<file path="src/sv/vsa_pkg.sv">
package vsa_pkg;

   // request codes
   localparam logic [3:0] ACT_TICK       = 4'd0;
   localparam logic [3:0] ACT_CTRL_WR    = 4'd1;
   localparam logic [3:0] ACT_MASK_WR    = 4'd2;
   localparam logic [3:0] ACT_SCROLL_WR  = 4'd3;
   localparam logic [3:0] ACT_ADDR_WR    = 4'd4;
   localparam logic [3:0] ACT_DATA_WR    = 4'd5;
   localparam logic [3:0] ACT_DATA_RD    = 4'd6;
   localparam logic [3:0] ACT_STATUS_RD  = 4'd7;
   localparam logic [3:0] ACT_INC_X      = 4'd8;
   localparam logic [3:0] ACT_INC_Y      = 4'd9;
   localparam logic [3:0] ACT_COPY_HORIZ = 4'd10;
   localparam logic [3:0] ACT_COPY_VERT  = 4'd11;

   // address field masks
   localparam logic [15:0] NT_SELECT_KEEP = 16'hF3FF;
   localparam logic [15:0] SCROLL_Y_KEEP  = 16'h8C1F;
   localparam logic [15:0] ADDR_MASK      = 16'h7FFF;
   localparam logic [15:0] COARSE_Y_MASK  = 16'h03E0;
   localparam logic [15:0] COARSE_X_CLEAR = 16'hFFE0;
   localparam logic [15:0] NT_X_FLIP      = 16'h0400;
   localparam logic [15:0] NT_Y_FLIP      = 16'h0800;
   localparam logic [15:0] HORIZ_KEEP     = 16'hFBE0;
   localparam logic [15:0] HORIZ_COPY     = 16'h041F;
   localparam logic [15:0] VERT_KEEP      = 16'h841F;
   localparam logic [15:0] VERT_COPY      = 16'h7BE0;
   localparam logic [15:0] FINE_Y_MASK    = 16'h7000;
   localparam logic [15:0] FINE_Y_CLEAR   = 16'h8FFF;
   localparam logic [15:0] FINE_Y_ONE     = 16'h1000;
   localparam logic [15:0] COARSE_Y_CLEAR = 16'hFC1F;
   localparam logic [15:0] LOW_BYTE_KEEP  = 16'h00FF;
   localparam logic [15:0] HIGH_BYTE_KEEP = 16'hFF00;
   localparam logic [4:0]  COARSE_Y_WRAP  = 5'h1D;
   localparam logic [4:0]  COARSE_Y_LAST  = 5'h1F;
   localparam logic [13:0] TILE_BASE      = 14'h2000;
   localparam logic [13:0] ATTR_BASE      = 14'h23C0;

   localparam logic [1:0] COPY_DELAY_START = 2'd3;
   localparam logic [2:0] LOCKOUT_START    = 3'd6;

   typedef struct packed {
      logic [3:0] action;
      logic [7:0] value;
      logic       active_lines;
   } req_type;

   typedef struct packed {
      logic [15:0] access_address;
      logic        access_valid;
      logic [15:0] vram_address;
      logic [15:0] temp_address;
      logic [2:0]  fine_scroll_x;
      logic        write_toggle;
      logic [13:0] tile_fetch_address;
      logic [13:0] attribute_fetch_address;
   } rsp_type;

   typedef struct packed {
      logic [15:0] current_addr;
      logic [15:0] temp_addr;
      logic [15:0] pending_addr;
      logic [2:0]  fine_x;
      logic        toggle;
      logic        step_by_row;
      logic        render_on;
      logic [1:0]  copy_delay;
      logic [2:0]  read_lockout;
      logic        mask_show;
   } state_type;

endpackage

</file>
<file path="src/sv/vsa_req_if.sv">
interface vsa_req_if;
   logic       valid;
   logic       ready;
   logic [3:0] action;
   logic [7:0] value;
   logic       active_lines;

   modport source (output valid, action, value, active_lines, input ready);
   modport sink (input valid, action, value, active_lines, output ready);
endinterface

</file>
<file path="src/sv/vsa_rsp_if.sv">
interface vsa_rsp_if;
   logic        valid;
   logic        ready;
   logic [15:0] access_address;
   logic        access_valid;
   logic [15:0] vram_address;
   logic [15:0] temp_address;
   logic [2:0]  fine_scroll_x;
   logic        write_toggle;
   logic [13:0] tile_fetch_address;
   logic [13:0] attribute_fetch_address;

   modport source (output valid, access_address, access_valid, vram_address, temp_address,
                   fine_scroll_x, write_toggle, tile_fetch_address,
                   attribute_fetch_address, input ready);
   modport sink (input valid, access_address, access_valid, vram_address, temp_address,
                 fine_scroll_x, write_toggle, tile_fetch_address,
                 attribute_fetch_address, output ready);
endinterface

</file>
<file path="src/sv/vram_scroll_address_unit.sv">
// Scroll and video address register unit.
// req_ch carries one request per handshake: an action code (tick, register
// write or read, or a rendering event such as coarse X / Y increment or a
// horizontal / vertical copy), the byte written and the active-line flag.
// rsp_ch returns exactly one response per request, in order: the data access
// address and valid flag, the current and temporary addresses after the
// request, fine X, the write toggle and the tile and attribute fetch addresses.
// A request is taken into an input register; when the response register is
// free, the update logic reads the held address state, writes the new state
// and loads the response register, from which the response is offered. One
// request per cycle is sustained while the receiver takes responses; the
// address state loop runs through the update logic and one state register.
// If the receiver stalls, the response register holds and one more request
// is still taken into the input register; req_ch.ready drops only when both
// are full. Synchronous reset clears all address state, counters and flags
// and empties both registers.
module vram_scroll_address_unit (
   input logic       clock,
   input logic       reset,
   vsa_req_if.sink   req_ch,
   vsa_rsp_if.source rsp_ch
);

   logic               in_valid_ff;
   logic               in_valid_in;
   vsa_pkg::req_type   in_data_ff;
   logic               out_valid_ff;
   logic               out_valid_in;
   vsa_pkg::rsp_type   out_data_ff;
   vsa_pkg::state_type state_ff;
   vsa_pkg::state_type state_in;
   vsa_pkg::rsp_type   step_rsp;
   logic               out_free;
   logic               step_fire;
   logic               req_take;

   assign out_free  = !out_valid_ff || rsp_ch.ready;
   assign step_fire = in_valid_ff && out_free;
   assign req_take  = req_ch.valid && req_ch.ready;

   assign req_ch.ready = !in_valid_ff || out_free;

   vsa_step u_step (
      .state_i (state_ff),
      .req_i   (in_data_ff),
      .state_o (state_in),
      .rsp_o   (step_rsp)
   );

   always_comb begin
      in_valid_in = in_valid_ff;
      if (req_ch.ready) begin
         in_valid_in = req_ch.valid;
      end
      out_valid_in = out_valid_ff;
      if (out_free) begin
         out_valid_in = in_valid_ff;
      end
   end

   always_ff @(posedge clock) begin
      if (reset) begin
         in_valid_ff  <= 1'b0;
         out_valid_ff <= 1'b0;
         state_ff     <= '0;
      end else begin
         in_valid_ff  <= in_valid_in;
         out_valid_ff <= out_valid_in;
         if (step_fire) begin
            state_ff <= state_in;
         end
      end
   end

   always_ff @(posedge clock) begin
      if (req_take) begin
         in_data_ff.action       <= req_ch.action;
         in_data_ff.value        <= req_ch.value;
         in_data_ff.active_lines <= req_ch.active_lines;
      end
      if (step_fire) begin
         out_data_ff <= step_rsp;
      end
   end

   assign rsp_ch.valid                   = out_valid_ff;
   assign rsp_ch.access_address          = out_data_ff.access_address;
   assign rsp_ch.access_valid            = out_data_ff.access_valid;
   assign rsp_ch.vram_address            = out_data_ff.vram_address;
   assign rsp_ch.temp_address            = out_data_ff.temp_address;
   assign rsp_ch.fine_scroll_x           = out_data_ff.fine_scroll_x;
   assign rsp_ch.write_toggle            = out_data_ff.write_toggle;
   assign rsp_ch.tile_fetch_address      = out_data_ff.tile_fetch_address;
   assign rsp_ch.attribute_fetch_address = out_data_ff.attribute_fetch_address;

   // address state moves only when a request goes through the update logic
   a_state_hold: assert property (@(posedge clock) disable iff (reset)
      !step_fire |=> $stable(state_ff))
      else $error("address state changed without a request");

   // an unlocked data read arms the full lockout
   a_lockout_arm: assert property (@(posedge clock) disable iff (reset)
      step_fire && in_data_ff.action == vsa_pkg::ACT_DATA_RD
      && state_ff.read_lockout == 3'd0 |=> state_ff.read_lockout == vsa_pkg::LOCKOUT_START)
      else $error("data read did not arm lockout");

   // only data reads and writes report a VRAM access
   a_access_kind: assert property (@(posedge clock) disable iff (reset)
      step_fire && step_rsp.access_valid |->
      in_data_ff.action == vsa_pkg::ACT_DATA_WR || in_data_ff.action == vsa_pkg::ACT_DATA_RD)
      else $error("access reported for a non-data request");

   a_lockout_range: assert property (@(posedge clock) disable iff (reset)
      state_ff.read_lockout <= vsa_pkg::LOCKOUT_START)
      else $error("read lockout out of range");

endmodule

</file>
<file path="src/sv/vsa_step.sv">
module vsa_step (
   input  vsa_pkg::state_type state_i,
   input  vsa_pkg::req_type   req_i,
   output vsa_pkg::state_type state_o,
   output vsa_pkg::rsp_type   rsp_o
);

   function automatic logic [15:0] coarse_x_step(input logic [15:0] addr, input logic show);
      logic [15:0] res;
      res = addr;
      if (show) begin
         if (addr[4:0] == 5'h1F) begin
            res = (addr & vsa_pkg::COARSE_X_CLEAR) ^ vsa_pkg::NT_X_FLIP;
         end else begin
            res = addr + 16'd1;
         end
      end
      return res;
   endfunction

   function automatic logic [15:0] y_step(input logic [15:0] addr, input logic show);
      logic [15:0] res;
      logic [4:0]  cy;
      res = addr;
      cy  = addr[9:5];
      if (show) begin
         if ((addr & vsa_pkg::FINE_Y_MASK) != vsa_pkg::FINE_Y_MASK) begin
            res = addr + vsa_pkg::FINE_Y_ONE;
         end else begin
            res = addr & vsa_pkg::FINE_Y_CLEAR;
            // row 29 is the last tile row: wrap and switch vertical nametable
            if (cy == vsa_pkg::COARSE_Y_WRAP) begin
               cy  = 5'd0;
               res = res ^ vsa_pkg::NT_Y_FLIP;
            end else if (cy == vsa_pkg::COARSE_Y_LAST) begin
               cy = 5'd0;
            end else begin
               cy = cy + 5'd1;
            end
            res = (res & vsa_pkg::COARSE_Y_CLEAR) | ({11'd0, cy} << 5);
         end
      end
      return res;
   endfunction

   always_comb begin
      vsa_pkg::state_type nxt;
      logic [15:0]        acc_addr;
      logic               acc_valid;
      logic               do_access;
      logic [15:0]        low_written;

      nxt         = state_i;
      acc_addr    = 16'd0;
      acc_valid   = 1'b0;
      do_access   = 1'b0;
      low_written = {state_i.temp_addr[15:8], req_i.value};

      unique case (req_i.action)
         vsa_pkg::ACT_TICK: begin
            nxt.render_on = state_i.mask_show;
            if (state_i.copy_delay != 2'd0) begin
               nxt.copy_delay = state_i.copy_delay - 2'd1;
               if (state_i.copy_delay == 2'd1) begin
                  nxt.current_addr = state_i.pending_addr;
                  nxt.temp_addr    = state_i.pending_addr;
               end
            end
            if (state_i.read_lockout != 3'd0) begin
               nxt.read_lockout = state_i.read_lockout - 3'd1;
            end
         end
         vsa_pkg::ACT_CTRL_WR: begin
            nxt.temp_addr = (state_i.temp_addr & vsa_pkg::NT_SELECT_KEEP)
                            | ({14'd0, req_i.value[1:0]} << 10);
            nxt.step_by_row = req_i.value[2];
         end
         vsa_pkg::ACT_MASK_WR: begin
            nxt.mask_show = req_i.value[3] | req_i.value[4];
         end
         vsa_pkg::ACT_SCROLL_WR: begin
            if (!state_i.toggle) begin
               nxt.fine_x    = req_i.value[2:0];
               nxt.temp_addr = (state_i.temp_addr & vsa_pkg::COARSE_X_CLEAR)
                               | {11'd0, req_i.value[7:3]};
            end else begin
               nxt.temp_addr = (state_i.temp_addr & vsa_pkg::SCROLL_Y_KEEP)
                               | ({11'd0, req_i.value[7:3]} << 5)
                               | ({13'd0, req_i.value[2:0]} << 12);
            end
            nxt.toggle = ~state_i.toggle;
         end
         vsa_pkg::ACT_ADDR_WR: begin
            if (!state_i.toggle) begin
               // high byte: bit 14 and up are cleared
               nxt.temp_addr = (state_i.temp_addr & vsa_pkg::LOW_BYTE_KEEP)
                               | ({10'd0, req_i.value[5:0]} << 8);
            end else begin
               nxt.temp_addr    = (state_i.temp_addr & vsa_pkg::HIGH_BYTE_KEEP)
                                  | {8'd0, req_i.value};
               nxt.pending_addr = low_written;
               nxt.copy_delay   = vsa_pkg::COPY_DELAY_START;
            end
            nxt.toggle = ~state_i.toggle;
         end
         vsa_pkg::ACT_DATA_WR: begin
            do_access = 1'b1;
         end
         vsa_pkg::ACT_DATA_RD: begin
            if (state_i.read_lockout == 3'd0) begin
               do_access        = 1'b1;
               nxt.read_lockout = vsa_pkg::LOCKOUT_START;
            end
         end
         vsa_pkg::ACT_STATUS_RD: begin
            nxt.toggle = 1'b0;
         end
         vsa_pkg::ACT_INC_X: begin
            nxt.current_addr = coarse_x_step(state_i.current_addr, state_i.mask_show);
         end
         vsa_pkg::ACT_INC_Y: begin
            nxt.current_addr = y_step(state_i.current_addr, state_i.mask_show);
         end
         vsa_pkg::ACT_COPY_HORIZ: begin
            if (state_i.mask_show) begin
               nxt.current_addr = (state_i.current_addr & vsa_pkg::HORIZ_KEEP)
                                  | (state_i.temp_addr & vsa_pkg::HORIZ_COPY);
            end
         end
         vsa_pkg::ACT_COPY_VERT: begin
            if (state_i.mask_show) begin
               nxt.current_addr = (state_i.current_addr & vsa_pkg::VERT_KEEP)
                                  | (state_i.temp_addr & vsa_pkg::VERT_COPY);
            end
         end
         default: begin
         end
      endcase

      if (do_access) begin
         acc_addr  = state_i.current_addr;
         acc_valid = 1'b1;
         // outside rendering the address steps by 1 or 32; during rendering it
         // takes the coarse x and the y increments instead
         if (!req_i.active_lines || !state_i.render_on) begin
            nxt.current_addr = (state_i.current_addr
                                + (state_i.step_by_row ? 16'd32 : 16'd1))
                               & vsa_pkg::ADDR_MASK;
         end else begin
            nxt.current_addr = y_step(coarse_x_step(state_i.current_addr,
                                                    state_i.mask_show),
                                      state_i.mask_show);
         end
      end

      state_o = nxt;

      rsp_o.access_address = acc_addr;
      rsp_o.access_valid   = acc_valid;
      rsp_o.vram_address   = nxt.current_addr;
      rsp_o.temp_address   = nxt.temp_addr;
      rsp_o.fine_scroll_x  = nxt.fine_x;
      rsp_o.write_toggle   = nxt.toggle;
      rsp_o.tile_fetch_address = vsa_pkg::TILE_BASE | {2'b00, nxt.current_addr[11:0]};
      rsp_o.attribute_fetch_address = vsa_pkg::ATTR_BASE
                                      | {2'b00, nxt.current_addr[11:10], 10'd0}
                                      | {8'd0, nxt.current_addr[9:7], 3'd0}
                                      | {11'd0, nxt.current_addr[4:2]};
   end

endmodule

</file>
<file path="src/flat_wrapper.sv">
// flat-port wrapper written by rule: the top's interface ports become plain ports
module vram_scroll_address_unit_flat 
  (clock, reset, req_ch_valid, req_ch_action, req_ch_value, req_ch_active_lines, req_ch_ready, rsp_ch_valid, rsp_ch_access_address, rsp_ch_access_valid, rsp_ch_vram_address, rsp_ch_temp_address, rsp_ch_fine_scroll_x, rsp_ch_write_toggle, rsp_ch_tile_fetch_address, rsp_ch_attribute_fetch_address, rsp_ch_ready);
  vsa_req_if req_ch_i ();
  vsa_rsp_if rsp_ch_i ();
  input logic clock;
  input logic reset;
  input wire logic [$bits(req_ch_i.valid)-1:0] req_ch_valid;
  input wire logic [$bits(req_ch_i.action)-1:0] req_ch_action;
  input wire logic [$bits(req_ch_i.value)-1:0] req_ch_value;
  input wire logic [$bits(req_ch_i.active_lines)-1:0] req_ch_active_lines;
  output wire logic [$bits(req_ch_i.ready)-1:0] req_ch_ready;
  output wire logic [$bits(rsp_ch_i.valid)-1:0] rsp_ch_valid;
  output wire logic [$bits(rsp_ch_i.access_address)-1:0] rsp_ch_access_address;
  output wire logic [$bits(rsp_ch_i.access_valid)-1:0] rsp_ch_access_valid;
  output wire logic [$bits(rsp_ch_i.vram_address)-1:0] rsp_ch_vram_address;
  output wire logic [$bits(rsp_ch_i.temp_address)-1:0] rsp_ch_temp_address;
  output wire logic [$bits(rsp_ch_i.fine_scroll_x)-1:0] rsp_ch_fine_scroll_x;
  output wire logic [$bits(rsp_ch_i.write_toggle)-1:0] rsp_ch_write_toggle;
  output wire logic [$bits(rsp_ch_i.tile_fetch_address)-1:0] rsp_ch_tile_fetch_address;
  output wire logic [$bits(rsp_ch_i.attribute_fetch_address)-1:0] rsp_ch_attribute_fetch_address;
  input wire logic [$bits(rsp_ch_i.ready)-1:0] rsp_ch_ready;
  assign req_ch_i.valid = req_ch_valid;
  assign req_ch_i.action = req_ch_action;
  assign req_ch_i.value = req_ch_value;
  assign req_ch_i.active_lines = req_ch_active_lines;
  assign req_ch_ready = req_ch_i.ready;
  assign rsp_ch_valid = rsp_ch_i.valid;
  assign rsp_ch_access_address = rsp_ch_i.access_address;
  assign rsp_ch_access_valid = rsp_ch_i.access_valid;
  assign rsp_ch_vram_address = rsp_ch_i.vram_address;
  assign rsp_ch_temp_address = rsp_ch_i.temp_address;
  assign rsp_ch_fine_scroll_x = rsp_ch_i.fine_scroll_x;
  assign rsp_ch_write_toggle = rsp_ch_i.write_toggle;
  assign rsp_ch_tile_fetch_address = rsp_ch_i.tile_fetch_address;
  assign rsp_ch_attribute_fetch_address = rsp_ch_i.attribute_fetch_address;
  assign rsp_ch_i.ready = rsp_ch_ready;
  vram_scroll_address_unit u_core (.clock(clock), .reset(reset), .req_ch(req_ch_i), .rsp_ch(rsp_ch_i));
endmodule
</file>
<file path="config.mk">
export PLATFORM = sky130hd
export DESIGN_NAME = vram_scroll_address_unit_flat
export DESIGN_NICKNAME = d
export VERILOG_FILES = /design/src/sv/vsa_pkg.sv /design/src/sv/vsa_req_if.sv /design/src/sv/vsa_rsp_if.sv /design/src/sv/vram_scroll_address_unit.sv /design/src/sv/vsa_step.sv /design/src/flat_wrapper.sv
export SDC_FILE = /design/constraint.sdc
export NUM_CORES = 1
export LEC_CHECK = 0
export BUFFER_PORTS_ARGS = -buffer_cell sky130_fd_sc_hd__buf_2
export CAP_MARGIN = 5
export CORE_ASPECT_RATIO = 1.1
export CORE_MARGIN = 4
export CORE_UTILIZATION = 30
export CTS_BUF_LIST = sky130_fd_sc_hd__clkbuf_2
export CTS_CLUSTER_SIZE = 16
export DETAILED_ROUTE_END_ITERATION = 10
export PLACE_DENSITY = 0.54
export SLEW_MARGIN = 15
export SYNTH_ARGS = -nofsm -noshare
export SYNTH_HDL_FRONTEND = slang
export SYNTH_HIERARCHICAL = 1
export SYNTH_SLANG_ARGS = --single-unit
</file>
<file path="constraint.sdc">
create_clock -name clock -period 4 [get_ports clock]
set_input_delay 0.4 -clock clock [delete_from_list [all_inputs] [get_ports clock]]
set_output_delay 0.4 -clock clock [all_outputs]
set_load 0.05 [all_outputs]
</file>
==> run metrics <==
Final Skew=0.07851 ns; GPL Wtd Cong=between 0.9 and 1; ANT nets after route=0; Max clock buf depth=2; DRT iter0 DRCs=815; CP most frequent cell=ha_1; crit share post-route=0.9290; Area Growth Syn to Fin=9.944%; WL per Instance=just under 20 um; unrepaired setup endpoints after global routing=no; Max Clk Rate=approximately 270 MHz; DRC=0; global route total overflow=0; H-tree depth=4; fin util=0.3374; normalized max-slew margin=0.3663; first-pass GRT wire length=45.98 mm; Seq cells post-synth=156; final hold violation count=0; clock root cell=clkbuf_2; Multi-input gate area=4723 sq um; top_reg_cell synth=edfxtp_1; Seq/Total Area, Yosys=0.4173; hold_ws=between 0.2 and 0.3 ns; total number of vias=7883; CP bufs+invs=1; status=finished, final reports clean; Final nets=1121; initial antenna violation count=1; CP Depth=15; Hold WC Path Type=in2reg; Core Region=31740 sq um; initial cell density of the core=0.3069; TritonCTS buffer count=17; I/O pin cnt=100; Power Density=306.3 nW/um^2; MaxCap Viol Count=0; Reg2Reg Depth=15; Slowest-stage cell, CP=or4_4; Post-Syn Instances=1030; cell family with most CP delay=simple AND/OR/NAND/NOR gates; Slew Viols, Final=0; WL final=29.43 mm; CP Class=reg2reg; ratio of cells with drive above 1 in the final layout=0.1838; die area=roughly 35000 sq um; Setup TNS=0 ns; CTS Sinks=roughly 160; Avg Cell Area, Syn=9.456 sq um; final setup fails=0; ys async rst share=0; worst skew pair latency=0.78 ns; P_leak=about 4 nW; Slew @ Worst Pin=0.9485 ns; Die Wd=179.8 um; CP arrival=4.41 ns; worst path cell trace=ha_1 -> and3_1 -> ha_1 -> nand4b_1 -> nor4_1 -> xnor2_1 -> inv_1 -> ha_1 -> ha_1 -> nand2_1 -> or4_4 -> xor2_1 -> a221oi_2 -> nand2b_1 -> mux2i_1; CP startpoint kind=flop; row count=68; crit path time final=3.716 ns; drt via density=5.186; critical path required time=between 4 and 5 ns; CP Capture Type=flop; die height=197.0 um; Total GRT Usage=0.1653; Detailed Place HPWL=about 21 mm; fillcell total=3303; First-pass DRT Iterations=6; number of synthesized flops with an enable pin=94; CP max FO=9; Clock transition at path regs=0.30 ns; cell area after synthesis=9739 sq um; hold path cells=2; Yosys warning total=6; Synth cell types=76; largest net degree at the start of global routing=63; delay of the slowest critical-path stage=0.59 ns; Port Buffers=99; TritonCTS clock tree=yes; Max VDD drop=between 100 and 150 uV; vias in the first global route=around 7600; Reg area=between 4000 and 5000 sq um
-- synth_stat cells, types with 7 or more instances --
master	count	area, sq um
a21oi_1	43	215.2
a31oi_1	16	100.1
a32oi_1	7	61.31
and2_1	16	100.1
and3_1	11	68.82
buf_12	7	140.1
buf_4	66	495.5
clkbuf_1	43	161.4
dfxtp_1	62	1241
edfxtp_1	94	2823
ha_1	18	225.2
inv_1	19	71.32
mux2i_1	66	660.6
nand2_1	112	420.4
nand2b_1	125	782.0
nand3_1	17	85.08
nand4_1	11	68.82
nor2_1	50	187.7
nor3_1	16	80.08
nor4_1	7	43.79
o211ai_1	8	60.06
o21ai_0	59	295.3
xnor2_1	12	105.1
xor2_1	7	61.31
-- flip-flops by register name (all words and copies together), names as in the netlist --
name / count
u_core/rsp_ch.attribute_fetch_address: 14
u_core/in_data_ff: 13
u_core/in_valid_ff: 1
u_core/rsp_ch.write_toggle: 1
u_core/rsp_ch.valid: 1
u_core/state_ff: 60
u_core/rsp_ch.tile_fetch_address: 14
u_core/rsp_ch.access_valid: 1
u_core/rsp_ch.fine_scroll_x: 3
u_core/rsp_ch.temp_address: 16
u_core/rsp_ch.vram_address: 16
u_core/rsp_ch.access_address: 16
-- what timing repair did --
item	CTS	global route
resized for setup	0	2
endpoints found under the setup margin	0	8
buffers inserted	0	2
hold buffers	16	0
hold endpoints to repair	15	0
-- through the flow --
step,power (mW),std cells,area [sq um],setup WS (ns)
after global routing,3.442,1520,10710,0.03875
after CTS,3.340,1517,10670,0.1503
after global placement,2.287,1469,10240,0.2934
final,3.279,1520,10710,0.2841
after detailed placement,2.291,1469,10240,0.2180
after floorplan,2.210,1036,9762,0.2918
-- layout make-up --
type	count	area share
multi-input combinational	727	0.4411
sequential	156	0.3795
timing repair buffer	164	0.09792
tap	420	0.04908
clock inverter	12	0.01577
clock buffer	20	0.009348
inverter	20	0.007011
antenna	1	0.0002337
-- layer usage --
| metal | global-route usage | wire length, um | up-vias |
|---|---|---|---|
| met3 | 0.03507 | 1929 | 54 |
| li1 | - | - | 3750 |
| met1 | 0.2177 | 12680 | 3762 |
| met2 | 0.2672 | 13810 | 317 |
| met5 | 0 | 0 | - |
| met4 | 0.06492 | 1012 | 0 |
-- power by group --
| part | internal [mW] | leakage (nW) | switching (mW) |
|---|---|---|---|
| Combinational | 0.143 | 2.33 | 0.320 |
| Clock | 0.416 | 0.160 | 0.596 |
| Sequential | 1.76 | 1.42 | 0.0411 |
| Total | 2.32 | 3.91 | 0.957 |
-- cell families (layout without fill, tap and decap cells) --
kind of cell	Yosys count	in the layout	share of synthesized area
AOI/OAI and AO/OA	208	208	0.1414
xor gates and xnor gates	20	20	0.01991
adders and majority gates	18	18	0.02312
buffers and inverters	153	216	0.1017
DFF	156	156	0.4173
muxes	72	72	0.07477
other	2	9	0.0007711
and+or+nand+nor	401	401	0.2210
-- worst paths after layout --
check / startpoint / to / slack, ns
hold reg to reg: u_core/state_ff[43] / u_core/state_ff[43] / 0.49
setup reg to reg: u_core/state_ff[44] / u_core/state_ff[55] / 0.28
hold / removal: req_ch_action[2] / u_core/in_data_ff[11] / 0.29
setup / recovery: u_core/state_ff[44] / u_core/state_ff[55] / 0.28
-- layout by cell type, fill, tap and decap left out, types with 11 or more instances in the layout --
master,instances
nor3_1,16
nand4_1,11
and2_1,16
nor2_1,50
buf_4,47
nand2_1,112
dlygate4sd3_1,16
edfxtp_1,94
xnor2_1,12
and3_1,11
ha_1,18
inv_1,19
dfxtp_1,62
clkbuf_2,20
buf_2,99
nand3_1,17
o21ai_0,59
mux2i_1,66
a31oi_1,16
nand2b_1,125
a21oi_1,42
-- worst register-to-register path: cells and delay by family (launching register included) --
family / cells / cell delay [ns]
AOI/OAI and AO/OA: 1 / 0.37
xor gates and xnor gates: 2 / 0.35
adders and majority gates: 4 / 0.80
buffers and inverters: 1 / 0.09
DFF: 1 / 0.36
muxes: 1 / 0.13
and+or+nand+nor: 6 / 1.58
No activity file was read; power rests on OpenSTA's default activity.
